## src/rtl/core/ptrs_pkg.sv

```systemverilog
`timescale 1ns / 1ps

package ptrs_pkg;

    localparam int MAX_ENTRIES_DEF = 1024;
    localparam int CODE_BITS_DEF   = 3;

    // fixed field widths of the item and result, and width of the entry count
    localparam int IDX_W  = 10;
    localparam int CODE_W = 3;
    localparam int CNT_W  = 11;

    localparam logic [CNT_W-1:0] ENTRY_COUNT_RST = 11'd1024;

    typedef enum logic [1:0] {
        OP_WRITE  = 2'd0,
        OP_SEARCH = 2'd1,
        OP_EXISTS = 2'd2
    } t_opcode;

    typedef enum logic [1:0] {
        ST_FOUND     = 2'd0,
        ST_NOT_FOUND = 2'd1,
        ST_RANGE_ERR = 2'd2,
        ST_WRITTEN   = 2'd3
    } t_status;

    typedef struct packed {
        t_opcode           opcode;
        logic [IDX_W-1:0]  range_start;
        logic [IDX_W-1:0]  range_end;
        logic [CODE_W-1:0] progress_code;
        logic              match_equal;
    } t_item;

    typedef struct packed {
        t_status          status;
        logic [IDX_W-1:0] found_index;
    } t_result;

endpackage

```

## src/rtl/core/ptrs_table.sv

```systemverilog
`timescale 1ns / 1ps

module ptrs_table
    import ptrs_pkg::*;
#(
    parameter int MAX_ENTRIES = MAX_ENTRIES_DEF,
    parameter int CODE_BITS   = CODE_BITS_DEF
) (
    input  logic                           i_clk,
    input  logic                           i_rst_n,
    input  logic                           i_wr_en,
    input  logic [$clog2(MAX_ENTRIES)-1:0] i_wr_addr,
    input  logic [CODE_BITS-1:0]           i_wr_data,
    input  logic [$clog2(MAX_ENTRIES)-1:0] i_rd_addr,
    output logic [CODE_BITS-1:0]           o_rd_data,
    output logic                           o_clearing
);

    localparam int IW = $clog2(MAX_ENTRIES);
    localparam logic [IW-1:0] LAST_ADDR = IW'(MAX_ENTRIES - 1);

    logic [CODE_BITS-1:0] r_mem [MAX_ENTRIES];
    logic [CODE_BITS-1:0] r_rd_data;
    logic [IW-1:0]        r_clr_addr;
    logic                 r_clearing;

    // zero sweep after reset, one entry a cycle
    always_ff @(posedge i_clk) begin
        if (!i_rst_n) begin
            r_clearing <= 1'b1;
            r_clr_addr <= '0;
        end else if (r_clearing) begin
            r_clr_addr <= r_clr_addr + 1'b1;
            if (r_clr_addr == LAST_ADDR) begin
                r_clearing <= 1'b0;
            end
        end
    end

    always_ff @(posedge i_clk) begin
        if (r_clearing) begin
            r_mem[r_clr_addr] <= '0;
        end else if (i_wr_en) begin
            r_mem[i_wr_addr] <= i_wr_data;
        end
        r_rd_data <= r_mem[i_rd_addr];
    end

    assign o_rd_data  = r_rd_data;
    assign o_clearing = r_clearing;

endmodule

```

## src/rtl/core/ptrs_seq.sv

```systemverilog
`timescale 1ns / 1ps

module ptrs_seq
    import ptrs_pkg::*;
#(
    parameter int MAX_ENTRIES = MAX_ENTRIES_DEF,
    parameter int CODE_BITS   = CODE_BITS_DEF,
    parameter int NW          = CNT_W
) (
    input  logic                           i_clk,
    input  logic                           i_rst_n,
    input  logic                           i_start,
    input  t_item                          i_item,
    input  logic [NW-1:0]                  i_live_cnt,
    input  logic                           i_clearing,
    output logic                           o_busy,
    output logic                           o_done,
    output t_result                        o_result,
    output logic                           o_wr_en,
    output logic [$clog2(MAX_ENTRIES)-1:0] o_wr_addr,
    output logic [CODE_BITS-1:0]           o_wr_data,
    output logic [$clog2(MAX_ENTRIES)-1:0] o_rd_addr,
    input  logic [CODE_BITS-1:0]           i_rd_data
);

    localparam int IW = $clog2(MAX_ENTRIES);

    typedef enum logic [1:0] {
        S_IDLE = 2'b01,
        S_SCAN = 2'b10
    } t_state;

    t_state               r_state;
    logic [IW-1:0]        r_idx;
    logic [IW-1:0]        r_last;
    logic                 r_back;
    logic [CODE_BITS-1:0] r_code;
    logic                 r_match_eq;
    logic                 r_chk_valid;
    logic [IW-1:0]        r_chk_idx;
    logic                 r_chk_last;
    logic                 r_done;
    t_result              r_result;

    logic                        take;
    logic [NW-1:0]               start_ext;
    logic [NW-1:0]               end_ext;
    logic                        start_bad;
    logic                        end_bad;
    logic [IW+IDX_W-1:0]         start_wide;
    logic [IW+IDX_W-1:0]         end_wide;
    logic [IW-1:0]               start_idx;
    logic [IW-1:0]               end_idx;
    logic [NW-1:0]               live_m1;
    logic [CODE_BITS+CODE_W-1:0] code_wide;
    logic [CODE_BITS-1:0]        code_in;
    logic [IW+IDX_W-1:0]         fidx_wide;
    logic                        hit;

    assign o_busy = i_clearing || (r_state != S_IDLE);
    assign take   = i_start && !o_busy;

    assign start_ext  = NW'(i_item.range_start);
    assign end_ext    = NW'(i_item.range_end);
    assign start_bad  = start_ext >= i_live_cnt;
    assign end_bad    = end_ext >= i_live_cnt;
    assign start_wide = {{IW{1'b0}}, i_item.range_start};
    assign end_wide   = {{IW{1'b0}}, i_item.range_end};
    assign start_idx  = start_wide[IW-1:0];
    assign end_idx    = end_wide[IW-1:0];
    assign live_m1    = i_live_cnt - 1'b1;
    assign code_wide  = {{CODE_BITS{1'b0}}, i_item.progress_code};
    assign code_in    = code_wide[CODE_BITS-1:0];
    assign fidx_wide  = {{IDX_W{1'b0}}, r_chk_idx};

    // compare unit on the registered table read
    assign hit = ((i_rd_data == r_code) == r_match_eq);

    assign o_wr_en   = take && (i_item.opcode == OP_WRITE) && !start_bad;
    assign o_wr_addr = start_idx;
    assign o_wr_data = code_in;
    assign o_rd_addr = r_idx;

    always_ff @(posedge i_clk) begin
        if (!i_rst_n) begin
            r_state     <= S_IDLE;
            r_done      <= 1'b0;
            r_chk_valid <= 1'b0;
        end else begin
            r_done <= 1'b0;
            unique case (r_state)
                S_IDLE: begin
                    if (take) begin
                        r_code      <= code_in;
                        r_match_eq  <= i_item.match_equal;
                        r_chk_valid <= 1'b0;
                        unique case (i_item.opcode)
                            OP_WRITE: begin
                                r_done               <= 1'b1;
                                r_result.status      <= start_bad ? ST_RANGE_ERR : ST_WRITTEN;
                                r_result.found_index <= '0;
                            end
                            OP_SEARCH: begin
                                if (start_bad || end_bad) begin
                                    r_done               <= 1'b1;
                                    r_result.status      <= ST_RANGE_ERR;
                                    r_result.found_index <= '0;
                                end else begin
                                    r_idx   <= start_idx;
                                    r_last  <= end_idx;
                                    r_back  <= end_idx < start_idx;
                                    r_state <= S_SCAN;
                                end
                            end
                            OP_EXISTS: begin
                                if (i_live_cnt == '0) begin
                                    r_done               <= 1'b1;
                                    r_result.status      <= ST_NOT_FOUND;
                                    r_result.found_index <= '0;
                                end else begin
                                    // highest entry in use first
                                    r_idx   <= live_m1[IW-1:0];
                                    r_last  <= '0;
                                    r_back  <= 1'b1;
                                    r_state <= S_SCAN;
                                end
                            end
                            default: begin
                                r_done               <= 1'b1;
                                r_result.status      <= ST_RANGE_ERR;
                                r_result.found_index <= '0;
                            end
                        endcase
                    end
                end
                S_SCAN: begin
                    // issue the next read while checking the one before
                    r_chk_valid <= 1'b1;
                    r_chk_idx   <= r_idx;
                    r_chk_last  <= (r_idx == r_last);
                    r_idx       <= r_back ? r_idx - 1'b1 : r_idx + 1'b1;
                    if (r_chk_valid && (hit || r_chk_last)) begin
                        r_done               <= 1'b1;
                        r_result.status      <= hit ? ST_FOUND : ST_NOT_FOUND;
                        r_result.found_index <= hit ? fidx_wide[IDX_W-1:0] : '0;
                        r_chk_valid          <= 1'b0;
                        r_state              <= S_IDLE;
                    end
                end
                default: begin
                    r_state <= S_IDLE;
                end
            endcase
        end
    end

    assign o_done   = r_done;
    assign o_result = r_result;

    a_no_done_in_clear: assert property (@(posedge i_clk) disable iff (!i_rst_n)
        i_clearing |-> !o_done)
        else $error("result strobe during table clear");

    a_write_not_in_clear: assert property (@(posedge i_clk) disable iff (!i_rst_n)
        o_wr_en |-> !i_clearing)
        else $error("table write while clearing");

    a_take_moves_on: assert property (@(posedge i_clk) disable iff (!i_rst_n)
        take |=> (r_done || r_state == S_SCAN))
        else $error("accepted item neither answered nor scanning");

    a_found_has_hit: assert property (@(posedge i_clk) disable iff (!i_rst_n)
        (r_done && r_result.status == ST_FOUND) |-> $past(r_chk_valid && hit))
        else $error("found reported without a compare hit");

    a_done_ready: assert property (@(posedge i_clk) disable iff (!i_rst_n)
        o_done |-> !o_busy)
        else $error("busy while result is shown");

endmodule

```

## src/rtl/core/progress_table_range_search.sv

```systemverilog
`timescale 1ns / 1ps

// channel   | signals                       | transfer
// ----------+-------------------------------+--------------------------------
// item in   | start, busy, i_item           | rising edge with start && !busy
// result    | o_done, o_result              | every cycle o_done is high
// config    | i_cfg_we, i_cfg_wdata         | rising edge with i_cfg_we
//
// write, range error, bad opcode and empty exists: result in the cycle after transfer.
// search and exists: result registered once the check hits or reaches the last entry,
// limited by the single read port of the table (one entry a cycle).
// reset: zero sweep of all MAX_ENTRIES table entries with busy high; config writes
// are taken during it. the receiver cannot stall: each result is shown one cycle.

module progress_table_range_search
    import ptrs_pkg::*;
#(
    parameter int MAX_ENTRIES = MAX_ENTRIES_DEF,
    parameter int CODE_BITS   = CODE_BITS_DEF
) (
    input  logic             i_clk,
    input  logic             i_rst_n,
    input  logic             start,
    output logic             busy,
    input  t_item            i_item,
    output logic             o_done,
    output t_result          o_result,
    input  logic             i_cfg_we,
    input  logic [CNT_W-1:0] i_cfg_wdata
);

    localparam int IW = $clog2(MAX_ENTRIES);
    localparam int CW = $clog2(MAX_ENTRIES + 1);
    localparam int NW = (CW > CNT_W) ? CW : CNT_W;

    logic [CNT_W-1:0]     r_entry_count;
    logic [NW-1:0]        cnt_ext;
    logic [NW-1:0]        max_cnt;
    logic [NW-1:0]        live_cnt;
    logic                 clearing;
    logic                 wr_en;
    logic [IW-1:0]        wr_addr;
    logic [CODE_BITS-1:0] wr_data;
    logic [IW-1:0]        rd_addr;
    logic [CODE_BITS-1:0] rd_data;

    always_ff @(posedge i_clk) begin
        if (!i_rst_n) begin
            r_entry_count <= ENTRY_COUNT_RST;
        end else if (i_cfg_we) begin
            r_entry_count <= i_cfg_wdata;
        end
    end

    // counts above the table size act as the table size
    assign cnt_ext  = NW'(r_entry_count);
    assign max_cnt  = NW'(MAX_ENTRIES);
    assign live_cnt = (cnt_ext < max_cnt) ? cnt_ext : max_cnt;

    ptrs_table #(
        .MAX_ENTRIES (MAX_ENTRIES),
        .CODE_BITS   (CODE_BITS)
    ) u_table (
        .i_clk      (i_clk),
        .i_rst_n    (i_rst_n),
        .i_wr_en    (wr_en),
        .i_wr_addr  (wr_addr),
        .i_wr_data  (wr_data),
        .i_rd_addr  (rd_addr),
        .o_rd_data  (rd_data),
        .o_clearing (clearing)
    );

    ptrs_seq #(
        .MAX_ENTRIES (MAX_ENTRIES),
        .CODE_BITS   (CODE_BITS),
        .NW          (NW)
    ) u_seq (
        .i_clk      (i_clk),
        .i_rst_n    (i_rst_n),
        .i_start    (start),
        .i_item     (i_item),
        .i_live_cnt (live_cnt),
        .i_clearing (clearing),
        .o_busy     (busy),
        .o_done     (o_done),
        .o_result   (o_result),
        .o_wr_en    (wr_en),
        .o_wr_addr  (wr_addr),
        .o_wr_data  (wr_data),
        .o_rd_addr  (rd_addr),
        .i_rd_data  (rd_data)
    );

endmodule
```

## config.mk

```make
export PLATFORM = sky130hd
export DESIGN_NAME = progress_table_range_search
export DESIGN_NICKNAME = d
export VERILOG_FILES = /design/src/rtl/core/ptrs_pkg.sv /design/src/rtl/core/ptrs_table.sv /design/src/rtl/core/ptrs_seq.sv /design/src/rtl/core/progress_table_range_search.sv
export SDC_FILE = /design/constraint.sdc
export NUM_CORES = 2
export LEC_CHECK = 0
export BUFFER_PORTS_ARGS = -buffer_cell sky130_fd_sc_hd__buf_2
export CAP_MARGIN = 0
export CORE_UTILIZATION = 45
export DETAILED_ROUTE_END_ITERATION = 8
export PLACE_DENSITY = 0.67
export SYNTH_ARGS = -nofsm -noshare
export SYNTH_HDL_FRONTEND = slang
export SYNTH_SLANG_ARGS = --single-unit
```

## constraint.sdc

```tcl
create_clock -name i_clk -period 45.9 [get_ports i_clk]
set_input_delay 2.295 -clock i_clk [delete_from_list [all_inputs] [get_ports i_clk]]
set_output_delay 2.295 -clock i_clk [all_outputs]
set_load 0.01 [all_outputs]
```

# Yosys cells after proc, flatten, opt, wreduce, memory -nomap -nowiden
# Memories as Yosys holds them, arrays and structs flattened. A register that Yosys moved wholly into a read port is not among the register bits.
# Cells that the tools add are included.
# totals
ff_bits	74
ramBits	3072
in_bits	41
output_inout_bits	14
wordCells	110
n_memories	1
# memory_table
memory	depth	word_bits	read_ports	rd_ports_with_merged_regs	wr	line_no	rtl
u_table.r_mem	1024	3	1	1	1	ptrs_table.sv:22	logic [CODE_BITS-1:0] r_mem [MAX_ENTRIES];
# op_classes
addsub	4
magnitude_cmp	4
eq_ne	18
muxes	47
n_reduce_logical	21
# op_table
operator	n
$mux W10	8
$pmux W10 S2	3
$mux W12	4
$pmux W12 S3	1
$pmux W12 S2	1
$ge A10 B11 Y1	2
$add A10 B1 Y10 const B	2
$sub A10 B1 Y10 const B	2
$mux W1	18
$reduce_and A6 Y1	3
$logic_not A11 Y1	1
$lt A11 B11 Y1 const B	1
$mux W11	1
$eq A10 B10 Y1	1
$eq A10 B10 Y1 const B	1
$lt A10 B10 Y1	1
$ne A3 B3 Y1 const B	3
$mux W2	4
$pmux W1 S2	4
$pmux W2 S2	2
$ne A2 B1 Y1 const B	3
$ne A3 B2 Y1 const B	2
$reduce_and A5 Y1	1
$eq A2 B1 Y1 const B	2
13 further kinds	23

# Logic depth before layout (Yosys ltp)
# depth
word_depth	11
mapped_depth	18
mapped_depth_nobuf	11

# Hierarchy
# Synthesis repeated with hierarchy kept, for this count alone.
# hier_totals
cells_unflattened	7067
area_unflattened_um2	128065.3
# by_module_without_submodules
mod	instances	cells_each	area_per_inst_um2	seq_area_each_um2
ptrs_table	1	6674	124021.4	92528.7
ptrs_seq	1	347	3560.9	1521.5
progress_table_range_search	1	46	483.0	220.2

# Worst setup path before layout
# Ideal clock, no wire load.
# synth_path
kind	input -> register
startpoint	input port i_item[14] (netlist bit)
endpoint	memory u_table.r_mem[0][0] (netlist bit), data pin
setup_ns	2.864
arrival_ns	17.052
required_ns	43.036
slack_ns	25.984
stages	11
path_buffers	3
cell_sequence	inv_1 -> ha_1 -> nand2b_1 -> a21o_1 -> a21oi_1 -> o21ai_0 -> a211oi_1 -> clkbuf_1 -> buf_2 -> clkbuf_1 -> and2_1
# synth_via
elab_chain_cells	8
# synth_lines
element	line_no	rtl
start, declared	progress_table_range_search.sv:25	input t_item i_item,
$ge A10 B11 Y1	ptrs_seq.sv:65	assign start_bad = start_ext >= i_live_cnt;
$logic_not A1 Y1	ptrs_seq.sv:79	assign o_wr_en = take && (i_item.opcode == OP_WRITE) && !start_bad;
$logic_and A1 B1 Y1	ptrs_seq.sv:79	
$mux W1	ptrs_table.sv:43	end else if (i_wr_en) begin
$mux W1	ptrs_table.sv:41	if (r_clearing) begin
$mux W1 (not written as such)	ptrs_table.sv:44	r_mem[i_wr_addr] <= i_wr_data;
$reduce_or A3 Y1 (no line)	-	
$mux W3 (no line)	-	
end, declared	ptrs_table.sv:22	
# Every way passes these cells.

# Worst setup path in the final report
# layout_path
startpoint	input port i_item[14] (netlist bit)
endpoint	memory u_table.r_mem[68][0] (netlist bit), data pin
# The elaborated chain is that of the path after synthesis.

==> metrics.yaml <==
floorplan:
  dieWidth_um: 534
  io_pins: 55
  dieArea_sq_um: 285000
  start_util: 0.454
  coreArea_sq_um: 280000
  row_count: 194
  die_h_um: 534
yosys:
  ys_seq_elements: 3149
  synth.largest_area_cell: "edfxtp_1"
  synthTopCellsByArea: "edfxtp_1 74%, mux4_2 12%, nor2_1 3.3%"
  synth_enable_flop_cells: 3120
  synth_cell_types: 75
  synth_top_cell_area_share: 0.737
  syn_area_sq_um: 127000
  synthFlopType: "edfxtp_1"
  synth_area_per_cell_sq_um: 18.3
  synth_common_cells: "3,120 x edfxtp_1, 1,130 x nor2_1, 660 x mux4_2, 262 x clkbuf_1, 257 x mux2i_1"
  yosysMostFrequentCell: "edfxtp_1"
  seq_area_frac_synth: 0.742
  synth_fp_nets: 7036
  async_reset_ff_frac: 0
  ys_warn_count: 0
  syn_inst: 6949
grt:
  grt_use_total: 0.242
  grt.overflow.total: 0
  grt_antenna_before_repair: 16
  grt_pass1_vias: 68300
  grt_pass1_wl_um: 494000
  grt_max_degree: 236
critical_path:
  cpPeakStageDelay_ns: 0.97
  path_cells: "buf_2 -> inv_1 -> ha_1 -> nand2b_1 -> a21o_1 -> a21oi_1 -> o21ai_0 -> a211oi_4 -> buf_4 -> and2_4 -> buf_4 -> buf_12 -> buf_4 -> buf_4"
  cp.required_ns: 46.48
  worstSetupPathType: "input pin to flip-flop"
  slowest_stage: "buf_4"
  critPathTopFamily: "buffers and inverters"
  path_max_fanout: 209
  cp_common_cell: "buf_4"
  worstPathArrival_ns: 8.94
  critPathBufInv: 7
  cp-start-kind: "input pin"
  cp-end-kind: "flip-flop"
sta:
  slew_headroom: 0.0681
  final-hold-violation-count: 0
  rsz0062_at_grt: "false"
  hold_ws_ns: 0.512
  setup_viol: 0
  final.setup.tns_ns: 0
  fin_ws_ns: 37.54
  clock.fmax_mhz: 120
  fin_crit_ns: 8.36
  worst_slew_pin_slew_ns: 1.36
  slew_violations: 0
  fin_skew_ns: 0.0734
  min_period_over_period: 0.182
drt:
  ant_nets: 0
  drc: 0
  routed_wl_um: 348000
  via_count: 68800
  dr.pass1.iters: 6
  wire_per_inst_um: 31.6
  first_iter_violations: 9900
  viasPerCell: 6.25
clock_network:
  postCtsHoldBufs: 0
  postCtsSetupBuffers: 0
  clock_latency_ns: 0.96
  cts_tree: "done"
  cts.htree.levels: 5
  clock_sinks: 3149
  cts_buffers: 331
  path_clk_slew_ns: 0.06
  cts_root_buffer: "clkbuf_16"
  clk_path_buf_depth: 4
  cts.repair.resized: 0
cells_and_area:
  syn_to_final_growth_pct: 11.4
  final_cell_area_sq_um: 142000
  nets: 7119
  drive_above_1_share: 0.201
  final_cells: 11000
placed_design:
  post-dp-hpwl_um: 206000
  port_buffers: 54
  place_area_sq_um: 131000
  dpl_worst_slack_ns: 36.56
  dp.cells: 10400
  gp_congestion: 0.884
power:
  swShare: 0.193
  p_int_w: 0.00465
  power_frac_comb: 0.007
  p_sw_w: 0.00112
  pwr_density_cell_nw_per_um2: 40.8
  p_clk_frac: 0.454
  p_leak_nw: 49.5
  vdd_drop_max_v: 0.0000451
  power_frac_seq: 0.540
status:
  outcome: "finished, final reports clean"
run:
  cap_viol_max_count: 0
worst_hold_path:
  hp-class: "flip-flop to flip-flop"
==> power groups by stage <==
stage               clock network (W)  logic [W]  registers (W)
finish                        0.00262  0.0000377        0.00311
floorplan                           0  0.0000164        0.00317
detailed placement                  0  0.0000361        0.00318
global route                  0.00274  0.0000389        0.00311
CTS                           0.00263  0.0000364        0.00311
global placement                    0  0.0000361        0.00318
==> cell type report <==
cell class	count	area, sq um
well taps	3724	4660
fillers	22300	139000
clock buffers	388	8650
diodes	12	30.0
clock inverters	183	1790
repair buffers	242	1770
flip-flops and latches	3149	94300
multi-input cells	3276	30300
inverters	32	120
==> placed cells by master (no fill, tap or decap), types with 17 or more instances in the layout <==
cell	Yosys	final
clkinv_1	2	74
nor4_1	33	30
clkbuf_1	262	50
nor3_1	46	43
inv_1	30	28
clkinvlp_4	0	17
a22oi_1	160	160
a21oi_1	104	104
mux4_1	17	17
a211oi_1	36	34
dfxtp_1	29	29
edfxtp_1	3120	3120
xnor2_1	19	19
nand2_1	202	166
nor2_1	1130	1121
nor2b_1	25	20
nand2b_1	24	24
a221oi_1	28	28
ha_1	45	45
o21ai_0	82	82
o211ai_1	20	20
bufinv_16	0	34
nand3_1	49	49
buf_2	65	55
mux2i_1	257	251
and3_1	20	20
buf_4	34	179
o22ai_1	77	77
clkbuf_16	0	338
mux4_2	660	660
o221ai_1	23	23
clkinv_2	0	47
nand2_2	0	36
mux2_2	17	17
==> tightest hold or removal path: stages, from the launching register on <==
cell,delay [ns]
dfxtp_1,0.33
a31oi_1,0.07
nor2_1,0.08
==> metrics by stage <==
step	util	power [W]
floorplan	-	0.00319
global placement	0.468	0.00321
detailed placement	0.468	0.00321
CTS	0.505	0.00578
global route	0.505	0.00589
finish	0.505	0.00577
==> final timing paths <==
| kind | from | end | slack [ns] | depth (start not counted) |
|---|---|---|---|---|
| setup reg to reg | cnt_ext[10] | u_table.r_mem[68][0] | 38.23 | 14 |
| hold reg to reg | u_seq.r_chk_valid | u_seq.r_chk_valid | 0.51 | 2 |
| setup / recovery | i_item[14] | u_table.r_mem[68][0] | 37.54 | 14 |
| hold / removal | u_seq.r_chk_valid | u_seq.r_chk_valid | 0.51 | 2 |
==> layer usage <==
metal,vias to the layer above,global-route usage,share of wire
met5,-,0,0.00015
met4,8,0.0952,0.041
met3,755,0.0585,0.11
met2,4250,0.385,0.47
met1,35800,0.324,0.37
li1,27900,-,-
==> kinds of logic (layout without fill, tap and decap cells) <==
family / Yosys count / after routing / synth area share
simple gates: 1627 / 1627 / 0.0535
buf+inv: 524 / 845 / 0.0227
fa+ha+maj: 46 / 46 / 0.00459
other cells: 0 / 12 / 0
xor+xnor: 33 / 33 / 0.00227
flops: 3149 / 3149 / 0.742
mux: 952 / 952 / 0.142
compound gates: 618 / 618 / 0.0331
==> state kept, by name, summed over array words and instances, names as in the netlist <==
| register | flops |
|---|---|
| u_table.r_mem | 3072 |
| u_seq.o_result | 12 |
| cnt_ext | 11 |
| u_seq.o_rd_addr | 10 |
| u_seq.r_chk_idx | 10 |
| u_seq.r_last | 10 |
| u_table.r_clr_addr | 10 |
| u_seq.r_code | 3 |
| u_table.o_rd_data | 3 |
| u_seq.r_state | 2 |
| u_seq.o_done | 1 |
| u_seq.r_back | 1 |
| u_seq.r_chk_last | 1 |
| u_seq.r_chk_valid | 1 |
| u_seq.r_match_eq | 1 |
| u_table.o_clearing | 1 |
(Power assumes the default switching activity.)
